==> src/akrt_pkg.sv <==
`timescale 1ns / 1ps
// ----------------------------------------------------------------------------
// Analog key rapid trigger package
// Field widths, item kinds, state types and the table write word shared by
// the core and its index search unit.
// ----------------------------------------------------------------------------
package akrt_pkg;

   localparam int KIND_W   = 2;
   localparam int BUTTON_W = 4;
   localparam int ENTRY_W  = 6;
   localparam int VALUE_W  = 16;
   localparam int PIN_W    = 5;
   localparam int MASK_W   = 32;
   localparam int LEN_W    = 7;

   localparam logic [KIND_W-1:0] KIND_TABLE  = 2'd0;
   localparam logic [KIND_W-1:0] KIND_PIN    = 2'd1;
   localparam logic [KIND_W-1:0] KIND_SAMPLE = 2'd2;

   localparam logic [LEN_W-1:0] TABLE_LENGTH_RESET = 7'd64;

   typedef enum logic [2:0] {
      SRCH_IDLE,
      SRCH_TOP,
      SRCH_CHKTOP,
      SRCH_MID,
      SRCH_MIDCHK,
      SRCH_NBRLO,
      SRCH_NBRHI
   } search_state_type;

   typedef enum logic {
      CORE_IDLE,
      CORE_SEARCH
   } core_state_type;

   typedef struct packed {
      logic               en;
      logic [ENTRY_W-1:0] entry;
      logic [VALUE_W-1:0] value;
   } table_write_type;

endpackage

==> src/akrt_search.sv <==
`timescale 1ns / 1ps
// ----------------------------------------------------------------------------
// Travel index search
// Holds the travel table memory and maps a reading to the nearest table
// index by end clamps and a bisection that reads one table entry at a time.
// ----------------------------------------------------------------------------
module akrt_search
   import akrt_pkg::*;
#(
   parameter int TABLE_DEPTH = 64,
   localparam int IDX_W = $clog2(TABLE_DEPTH)
) (
   input  logic                 clock,
   input  logic                 reset,
   input  table_write_type      table_wr,
   input  logic [LEN_W-1:0]     table_length,
   input  logic                 search_start,
   input  logic [VALUE_W-1:0]   search_value,
   output logic                 search_done,
   output logic [IDX_W-1:0]     search_index
);

   localparam logic [8:0] DEPTH_L = 9'(TABLE_DEPTH);

   logic [VALUE_W-1:0] table_mem [TABLE_DEPTH];

   search_state_type   state_ff, state_in;
   logic [IDX_W-1:0]   lo_ff, lo_in;
   logic [IDX_W-1:0]   hi_ff, hi_in;
   logic [IDX_W-1:0]   mid_ff, mid_in;
   logic [VALUE_W-1:0] mv_ff, mv_in;
   logic [VALUE_W-1:0] v_ff, v_in;
   logic [VALUE_W-1:0] q_ff;
   logic               done_ff, done_in;
   logic [IDX_W-1:0]   index_ff, index_in;

   logic [IDX_W-1:0]   rd_addr;
   logic [8:0]         len_ext;
   logic [8:0]         used_len;
   logic [IDX_W-1:0]   top;
   logic [IDX_W:0]     mid_sum;
   logic [IDX_W-1:0]   mid_calc;
   logic [IDX_W-1:0]   mid_dn;
   logic [IDX_W-1:0]   mid_up;
   logic [VALUE_W-1:0] diff_a;
   logic [VALUE_W-1:0] diff_b;

   always_comb begin
      len_ext = 9'(table_length);
      if (len_ext < 9'd2) begin
         used_len = 9'd2;
      end else if (len_ext > DEPTH_L) begin
         used_len = DEPTH_L;
      end else begin
         used_len = len_ext;
      end
      top = IDX_W'(used_len - 9'd1);
   end

   assign mid_sum  = {1'b0, lo_ff} + {1'b0, hi_ff};
   assign mid_calc = mid_sum[IDX_W:1];
   assign mid_dn   = mid_ff - IDX_W'(1);
   assign mid_up   = mid_ff + IDX_W'(1);

   always_ff @(posedge clock) begin
      if (table_wr.en) begin
         table_mem[IDX_W'(table_wr.entry)] <= table_wr.value;
      end
      q_ff <= table_mem[rd_addr];
   end

   always_ff @(posedge clock) begin
      if (reset) begin
         state_ff <= SRCH_IDLE;
         done_ff  <= 1'b0;
      end else begin
         state_ff <= state_in;
         done_ff  <= done_in;
      end
      lo_ff    <= lo_in;
      hi_ff    <= hi_in;
      mid_ff   <= mid_in;
      mv_ff    <= mv_in;
      v_ff     <= v_in;
      index_ff <= index_in;
   end

   always_comb begin
      state_in = state_ff;
      lo_in    = lo_ff;
      hi_in    = hi_ff;
      mid_in   = mid_ff;
      mv_in    = mv_ff;
      v_in     = v_ff;
      done_in  = 1'b0;
      index_in = index_ff;
      rd_addr  = '0;
      diff_a   = '0;
      diff_b   = '0;
      unique case (state_ff)
         SRCH_IDLE: begin
            if (search_start) begin
               v_in     = search_value;
               state_in = SRCH_TOP;
            end
         end
         SRCH_TOP: begin
            rd_addr = top;
            if (v_ff <= q_ff) begin
               index_in = '0;
               done_in  = 1'b1;
               state_in = SRCH_IDLE;
            end else begin
               state_in = SRCH_CHKTOP;
            end
         end
         SRCH_CHKTOP: begin
            if (v_ff >= q_ff) begin
               index_in = top;
               done_in  = 1'b1;
               state_in = SRCH_IDLE;
            end else begin
               lo_in    = '0;
               hi_in    = top;
               state_in = SRCH_MID;
            end
         end
         SRCH_MID: begin
            rd_addr  = mid_calc;
            mid_in   = mid_calc;
            state_in = SRCH_MIDCHK;
         end
         SRCH_MIDCHK: begin
            mv_in = q_ff;
            if (v_ff == q_ff) begin
               index_in = mid_ff;
               done_in  = 1'b1;
               state_in = SRCH_IDLE;
            end else if (v_ff < q_ff) begin
               rd_addr = mid_dn;
               if (mid_ff == '0) begin
                  index_in = '0;
                  done_in  = 1'b1;
                  state_in = SRCH_IDLE;
               end else begin
                  state_in = SRCH_NBRLO;
               end
            end else begin
               rd_addr = mid_up;
               if (mid_ff >= top) begin
                  index_in = top;
                  done_in  = 1'b1;
                  state_in = SRCH_IDLE;
               end else begin
                  state_in = SRCH_NBRHI;
               end
            end
         end
         SRCH_NBRLO: begin
            diff_a = v_ff - q_ff;
            diff_b = mv_ff - v_ff;
            if (v_ff > q_ff) begin
               index_in = (diff_a < diff_b) ? mid_dn : mid_ff;
               done_in  = 1'b1;
               state_in = SRCH_IDLE;
            end else begin
               hi_in = mid_dn;
               if (lo_ff <= mid_dn) begin
                  state_in = SRCH_MID;
               end else begin
                  index_in = lo_ff;
                  done_in  = 1'b1;
                  state_in = SRCH_IDLE;
               end
            end
         end
         SRCH_NBRHI: begin
            diff_a = q_ff - v_ff;
            diff_b = v_ff - mv_ff;
            if (v_ff < q_ff) begin
               index_in = (diff_a < diff_b) ? mid_up : mid_ff;
               done_in  = 1'b1;
               state_in = SRCH_IDLE;
            end else begin
               lo_in = mid_up;
               if (mid_up <= hi_ff) begin
                  state_in = SRCH_MID;
               end else begin
                  index_in = mid_up;
                  done_in  = 1'b1;
                  state_in = SRCH_IDLE;
               end
            end
         end
         default: begin
            state_in = SRCH_IDLE;
         end
      endcase
   end

   assign search_done  = done_ff;
   assign search_index = index_ff;

endmodule

==> src/analog_key_rapid_trigger_core.sv <==
`timescale 1ns / 1ps
// ----------------------------------------------------------------------------
// Analog key rapid trigger core
// Table and pin loads are written at the accepting edge. A valid sample with
// a nonzero reading keeps busy high through an end check at each table end,
// bisection steps on the single table read port and a final update. A result
// word is valid for the cycle after the edge at which its item finishes, which
// is the accepting edge when no search runs; the receiver cannot stall. Reset
// is synchronous and clears all but the table, result mask and data regs.
// ----------------------------------------------------------------------------
module analog_key_rapid_trigger_core
   import akrt_pkg::*;
#(
   parameter int NUM_BUTTONS = 16,
   parameter int TABLE_DEPTH = 64
) (
   input  logic                clock,
   input  logic                reset,
   input  logic                start,
   output logic                busy,
   input  logic [KIND_W-1:0]   req_kind,
   input  logic [BUTTON_W-1:0] req_button,
   input  logic [ENTRY_W-1:0]  req_entry,
   input  logic [VALUE_W-1:0]  req_table_value,
   input  logic [PIN_W-1:0]    req_pin,
   input  logic [VALUE_W-1:0]  req_sample,
   input  logic                req_last_of_scan,
   output logic                rsp_valid,
   output logic [MASK_W-1:0]   rsp_pin_mask,
   input  logic                csr_write_enable,
   input  logic [LEN_W-1:0]    csr_write_data
);

   localparam int IDX_W = $clog2(TABLE_DEPTH);
   localparam int BTN_W = (NUM_BUTTONS > 1) ? $clog2(NUM_BUTTONS) : 1;

   core_state_type     state_ff, state_in;
   logic [LEN_W-1:0]   len_ff;
   logic [PIN_W-1:0]   pin_ff [NUM_BUTTONS];
   logic [PIN_W-1:0]   pin_in [NUM_BUTTONS];
   logic [IDX_W-1:0]   last_idx_ff [NUM_BUTTONS];
   logic [IDX_W-1:0]   last_idx_in [NUM_BUTTONS];
   logic [NUM_BUTTONS-1:0] pressed_ff, pressed_in;
   logic [MASK_W-1:0]  mask_ff, mask_in;
   logic               changed_ff, changed_in;
   logic [BTN_W-1:0]   btn_ff, btn_in;
   logic               last_ff, last_in;
   logic               rsp_valid_ff, rsp_valid_in;
   logic [MASK_W-1:0]  rsp_mask_ff, rsp_mask_in;

   logic               accept;
   logic               button_ok;
   logic               entry_ok;
   logic [BTN_W-1:0]   req_btn;
   table_write_type    table_wr;
   logic               search_start;
   logic               search_done;
   logic [IDX_W-1:0]   search_index;
   logic [MASK_W-1:0]  pin_bit;
   logic               press;
   logic               release_key;
   logic               changed_new;
   logic [MASK_W-1:0]  mask_new;

   assign accept    = start && (state_ff == CORE_IDLE);
   assign button_ok = 32'(req_button) < 32'(NUM_BUTTONS);
   assign entry_ok  = 32'(req_entry) < 32'(TABLE_DEPTH);
   assign req_btn   = BTN_W'(req_button);

   assign table_wr.en    = accept && (req_kind == KIND_TABLE) && entry_ok;
   assign table_wr.entry = req_entry;
   assign table_wr.value = req_table_value;

   assign search_start = accept && (req_kind == KIND_SAMPLE) && button_ok
                         && (req_sample != '0);

   akrt_search #(
      .TABLE_DEPTH (TABLE_DEPTH)
   ) u_search (
      .clock        (clock),
      .reset        (reset),
      .table_wr     (table_wr),
      .table_length (len_ff),
      .search_start (search_start),
      .search_value (req_sample),
      .search_done  (search_done),
      .search_index (search_index)
   );

   always_ff @(posedge clock) begin
      if (reset) begin
         state_ff     <= CORE_IDLE;
         len_ff       <= TABLE_LENGTH_RESET;
         pressed_ff   <= '0;
         mask_ff      <= '0;
         changed_ff   <= 1'b0;
         rsp_valid_ff <= 1'b0;
         for (int i = 0; i < NUM_BUTTONS; i++) begin
            pin_ff[i]      <= '0;
            last_idx_ff[i] <= '0;
         end
      end else begin
         state_ff     <= state_in;
         if (csr_write_enable) begin
            len_ff <= csr_write_data;
         end
         pressed_ff   <= pressed_in;
         mask_ff      <= mask_in;
         changed_ff   <= changed_in;
         rsp_valid_ff <= rsp_valid_in;
         for (int i = 0; i < NUM_BUTTONS; i++) begin
            pin_ff[i]      <= pin_in[i];
            last_idx_ff[i] <= last_idx_in[i];
         end
      end
      btn_ff      <= btn_in;
      last_ff     <= last_in;
      rsp_mask_ff <= rsp_mask_in;
   end

   always_comb begin
      pin_bit     = MASK_W'(1) << pin_ff[btn_ff];
      press       = !pressed_ff[btn_ff] && (search_index < last_idx_ff[btn_ff]);
      release_key = pressed_ff[btn_ff] && (search_index > last_idx_ff[btn_ff]);
      if (press) begin
         mask_new = mask_ff | pin_bit;
      end else if (release_key) begin
         mask_new = mask_ff & ~pin_bit;
      end else begin
         mask_new = mask_ff;
      end
      changed_new = changed_ff || press || release_key;
   end

   always_comb begin
      state_in     = state_ff;
      pin_in       = pin_ff;
      last_idx_in  = last_idx_ff;
      pressed_in   = pressed_ff;
      mask_in      = mask_ff;
      changed_in   = changed_ff;
      btn_in       = btn_ff;
      last_in      = last_ff;
      rsp_valid_in = 1'b0;
      rsp_mask_in  = rsp_mask_ff;
      unique case (state_ff)
         CORE_IDLE: begin
            if (accept && (req_kind == KIND_PIN) && button_ok) begin
               pin_in[req_btn] = req_pin;
            end
            if (search_start) begin
               btn_in   = req_btn;
               last_in  = req_last_of_scan;
               state_in = CORE_SEARCH;
            end else if (accept && (req_kind == KIND_SAMPLE) && req_last_of_scan
                         && changed_ff) begin
               rsp_valid_in = 1'b1;
               rsp_mask_in  = mask_ff;
               changed_in   = 1'b0;
            end
         end
         CORE_SEARCH: begin
            if (search_done) begin
               pressed_in[btn_ff]  = press || (pressed_ff[btn_ff] && !release_key);
               last_idx_in[btn_ff] = search_index;
               mask_in             = mask_new;
               if (last_ff && changed_new) begin
                  rsp_valid_in = 1'b1;
                  rsp_mask_in  = mask_new;
                  changed_in   = 1'b0;
               end else begin
                  changed_in = changed_new;
               end
               state_in = CORE_IDLE;
            end
         end
         default: begin
            state_in = CORE_IDLE;
         end
      endcase
   end

   assign busy         = (state_ff != CORE_IDLE);
   assign rsp_valid    = rsp_valid_ff;
   assign rsp_pin_mask = rsp_mask_ff;

endmodule
==> config.mk <==
export PLATFORM = sky130hd
export DESIGN_NAME = analog_key_rapid_trigger_core
export DESIGN_NICKNAME = d
export VERILOG_FILES = /design/src/akrt_pkg.sv /design/src/akrt_search.sv /design/src/analog_key_rapid_trigger_core.sv
export SDC_FILE = /design/constraint.sdc
export NUM_CORES = 2
export LEC_CHECK = 0
export ABC_AREA = 1
export BUFFER_PORTS_ARGS = -buffer_cell sky130_fd_sc_hd__buf_2
export CAP_MARGIN = 20
export CORE_MARGIN = 2
export CORE_UTILIZATION = 63
export DETAILED_ROUTE_END_ITERATION = 7
export GPL_ROUTABILITY_DRIVEN = 1
export PLACE_DENSITY = 0.8
export SLEW_MARGIN = 10
export SYNTH_ARGS = -nofsm -noshare
export SYNTH_HDL_FRONTEND = slang
export SYNTH_SLANG_ARGS = --single-unit
==> constraint.sdc <==
create_clock -name clock -period 4.6 [get_ports clock]
set_input_delay 0.92 -clock clock [delete_from_list [all_inputs] [get_ports clock]]
set_output_delay 0.92 -clock clock [all_outputs]
set_load 0.01 [all_outputs]
==> run metrics <==
status completed; Final Hold Vio Count 0; slew margin rel. 20.0%; DRC violations left 0; Clock Path Buffers 3; largest net degree at the start of global routing 100; Cell Chain, Critical Path inv_1 > ha_1 > nand2_2 > inv_2 > nand2_2 > inv_2 > nand2_1 > nand2_2 > nand2_1 > nand2_1 > nand2_2 > nand3_4 > nand2_4 > inv_4 > buf_4 > buf_4 > nand3_1 > nand3_1 > nand3_1 > nand2_1 > nand2_1 > nand2_1; sequential power share 43.1%; Switching Fraction 31.0%; Layout Skew 25.5 ps; Reg clk slew, reported paths 70 ps; die area 106,000 µm²; Final Critical Period 4380 ps; Crit. End Element flop; DRT Wirelength 194 mm; Psw 9.90 mW; RSZ-0062 raised after global routing no; CTS tree yes; Slowest cell on crit path inv_4; synth top area cells edfxtp_1, nand2_1, nand3_1; pwr dens 444 nW/µm²; Clk Latency, worst-skew pair 760 ps; fraction of layout cells with a size suffix above 1 8.20%; fillcell total 7,391; total internal power 22.0 mW; fin nets 7,139; setup bufs post-CTS 0; CTS H-tree depth 4; P_leak 29.5 nW; Gate power share 21.5%; chip height 325 µm; HPWL after DPL 121 mm; final std cells w/o fill 8,435; Worst Tran Pin Value 1200 ps; Ports 95; gr ovfl total 0; Mapped Area 65,100 µm²; crit-path max FO 50; Post-DRT Antenna Nets 0; synth warn 0; Util after Layout 70.4%; Hold Slack 362 ps; Max Fclk 0.228 GHz; Startpoint Class flop; family with the most delay on the worst path simple AND/OR/NAND/NOR gates; top cell type's share of synthesized area 51.5%; Mapped Cells 6,924; Rows 117; TNS Setup 0 ps; gr usage total 35.9%; multi-input logic area 21,600 µm²; IO Port Bufs 94; most used cell, CP nand2_1; first-pass GRT wire length 293 mm; area delta synth->final 10.4%; period utilization 95.2%; Reg area 38,600 µm²; TritonRoute pass-1 iters 7; clock network fraction of design power 35.4%; Resize count post-CTS 0; fin. max-slew vios 0; mean routed wirelength per cell 23.0 µm; number of library cell types mapped by synthesis 56; CP required 5280 ps; clk root buf clkbuf_16; syn_nets 7,111; IR drop worst, VDD 0.399 mV; number of global-route vias before repair 49,310; Power, Total 31.9 mW; Largest stage delay, worst path 640 ps; Die X-Extent 325 µm; Critical path buffers and inverters 6; gpl congestion 1.02; Post-CTS Hold Buffers 0; CTS buffer count 141; critical path arrival 5060 ps; Initial Util 63.7%; sequential element share of the synthesized area 59.3%; Yosys top cell by area edfxtp_1; syn avg cell area 9.40 µm²; # placed instances 8,174; worst min path class in2reg; crit path kind reg2reg; Core ar. 102,000 µm²; Final Setup Violations 0; DR vias/cell 6.20; CTS sink count 1,371; via count 52,290; maxcap violations 0; initial antenna violation count 3; drt initial violations 8,277; Yosys reg bits 1,371
## state kept, by name, indices dropped and copies added (netlist names)
register / cells
btn_ff: 4
busy: 1
changed_ff: 1
last_ff: 1
last_idx_ff: 96
len_ff: 7
mask_ff: 32
pin_ff: 80
pressed_ff: 16
rsp_pin_mask: 32
rsp_valid: 1
u_search.hi_ff: 6
u_search.lo_ff: 6
u_search.mid_ff: 6
u_search.mv_ff: 16
u_search.q_ff: 16
u_search.search_done: 1
u_search.search_index: 6
u_search.state_ff: 3
u_search.table_mem: 1024
u_search.v_ff: 16
## final cells by class
cell class                 count  share of cell area, %
timing repair buffer         306                   3.52
antenna                        2                0.00696
clock inverter                73                  0.989
clock buffer                 183                   5.31
tap                         1368                   2.38
sequential                  1371                   53.7
multi-input combinational   4375                   30.1
inverter                     757                   3.96
## cell usage after synthesis, drive strengths merged
master	instances
xnor2	11
xor2	58
a32o	1
o21bai	2
a2111oi	1
a21oi	188
edfxtp	1117
or2	3
a21boi	4
nor2	537
o221ai	17
nor3	16
o31ai	2
nand4	144
ha	121
o22ai	19
nand2	1562
o21ai	273
dfxtp	254
a21o	6
nor4	6
o211ai	10
a22o	2
o2111ai	6
a211oi	5
fa	5
a22oi	73
o21a	7
buf	258
inv	754
clkinv	3
o311ai	2
o41ai	1
clkbuf	163
nand3b	98
a31oi	35
mux2i	1
nand3	1159
## layout by cell type, fill, tap and decap left out, types with 36 or more instances in the layout
cell type  Yosys  layout
dfxtp_1      254     253
edfxtp_1    1117    1117
nand3_1     1157    1156
nand2_1     1549    1548
buf_2        188      94
ha_1         121     121
a21oi_1      186     186
nand4_1      143     143
xor2_1        58      58
nor2_1       519     516
o21ai_0      255     255
buf_4         31     175
inv_1        730     729
nand3b_1      98      98
buf_12         0      36
clkbuf_16      0     142
a22oi_1       72      72
## path summary, 6_finish.rpt
check,start,endpoint,slack [ps],cells past startpoint
worst min register to register,pin_ff[33],pin_ff[33],450,2
worst min-delay path,req_sample[8],u_search.v_ff[8],360,1
worst max-delay path,u_search.q_ff[7],u_search.q_ff[1],220,22
worst max register to register,u_search.q_ff[7],u_search.q_ff[1],220,22
## power by group through the flow
stage | logic [mW] | clock network [mW] | registers, mW
after CTS | 6.63 | 11.3 | 13.8
after global placement | 6.50 | 0 | 14.0
after detailed placement | 6.58 | 0 | 14.0
final | 6.86 | 11.3 | 13.8
after global routing | 7.37 | 11.8 | 13.8
after floorplan | 4.40 | 0 | 13.9
## metal layers
metal | track usage [%] | vias to the layer above | routed length [µm]
met5 | 0 | - | 27
met3 | 7.29 | 624 | 23900
met1 | 48.1 | 24540 | 70200
met2 | 55.5 | 3587 | 88400
met4 | 19.4 | 4 | 11100
li1 | - | 23535 | -
## kinds of logic after synthesis
family / share of synthesized area, %
simple gates: 24.0
flops: 59.3
buf+inv: 7.51
compound gates: 5.75
fa+ha+maj: 2.48
xor+xnor: 0.928
mux: 0.0154
## metrics by stage
stage               worst slack, ps  area (µm²)
finish                          219       71900
CTS                             378       71800
floorplan                       470       65100
detailed placement              398       67300
global placement                417       67300
global route                    106       71900
Note: power is estimated with default switching activity, not from simulation.
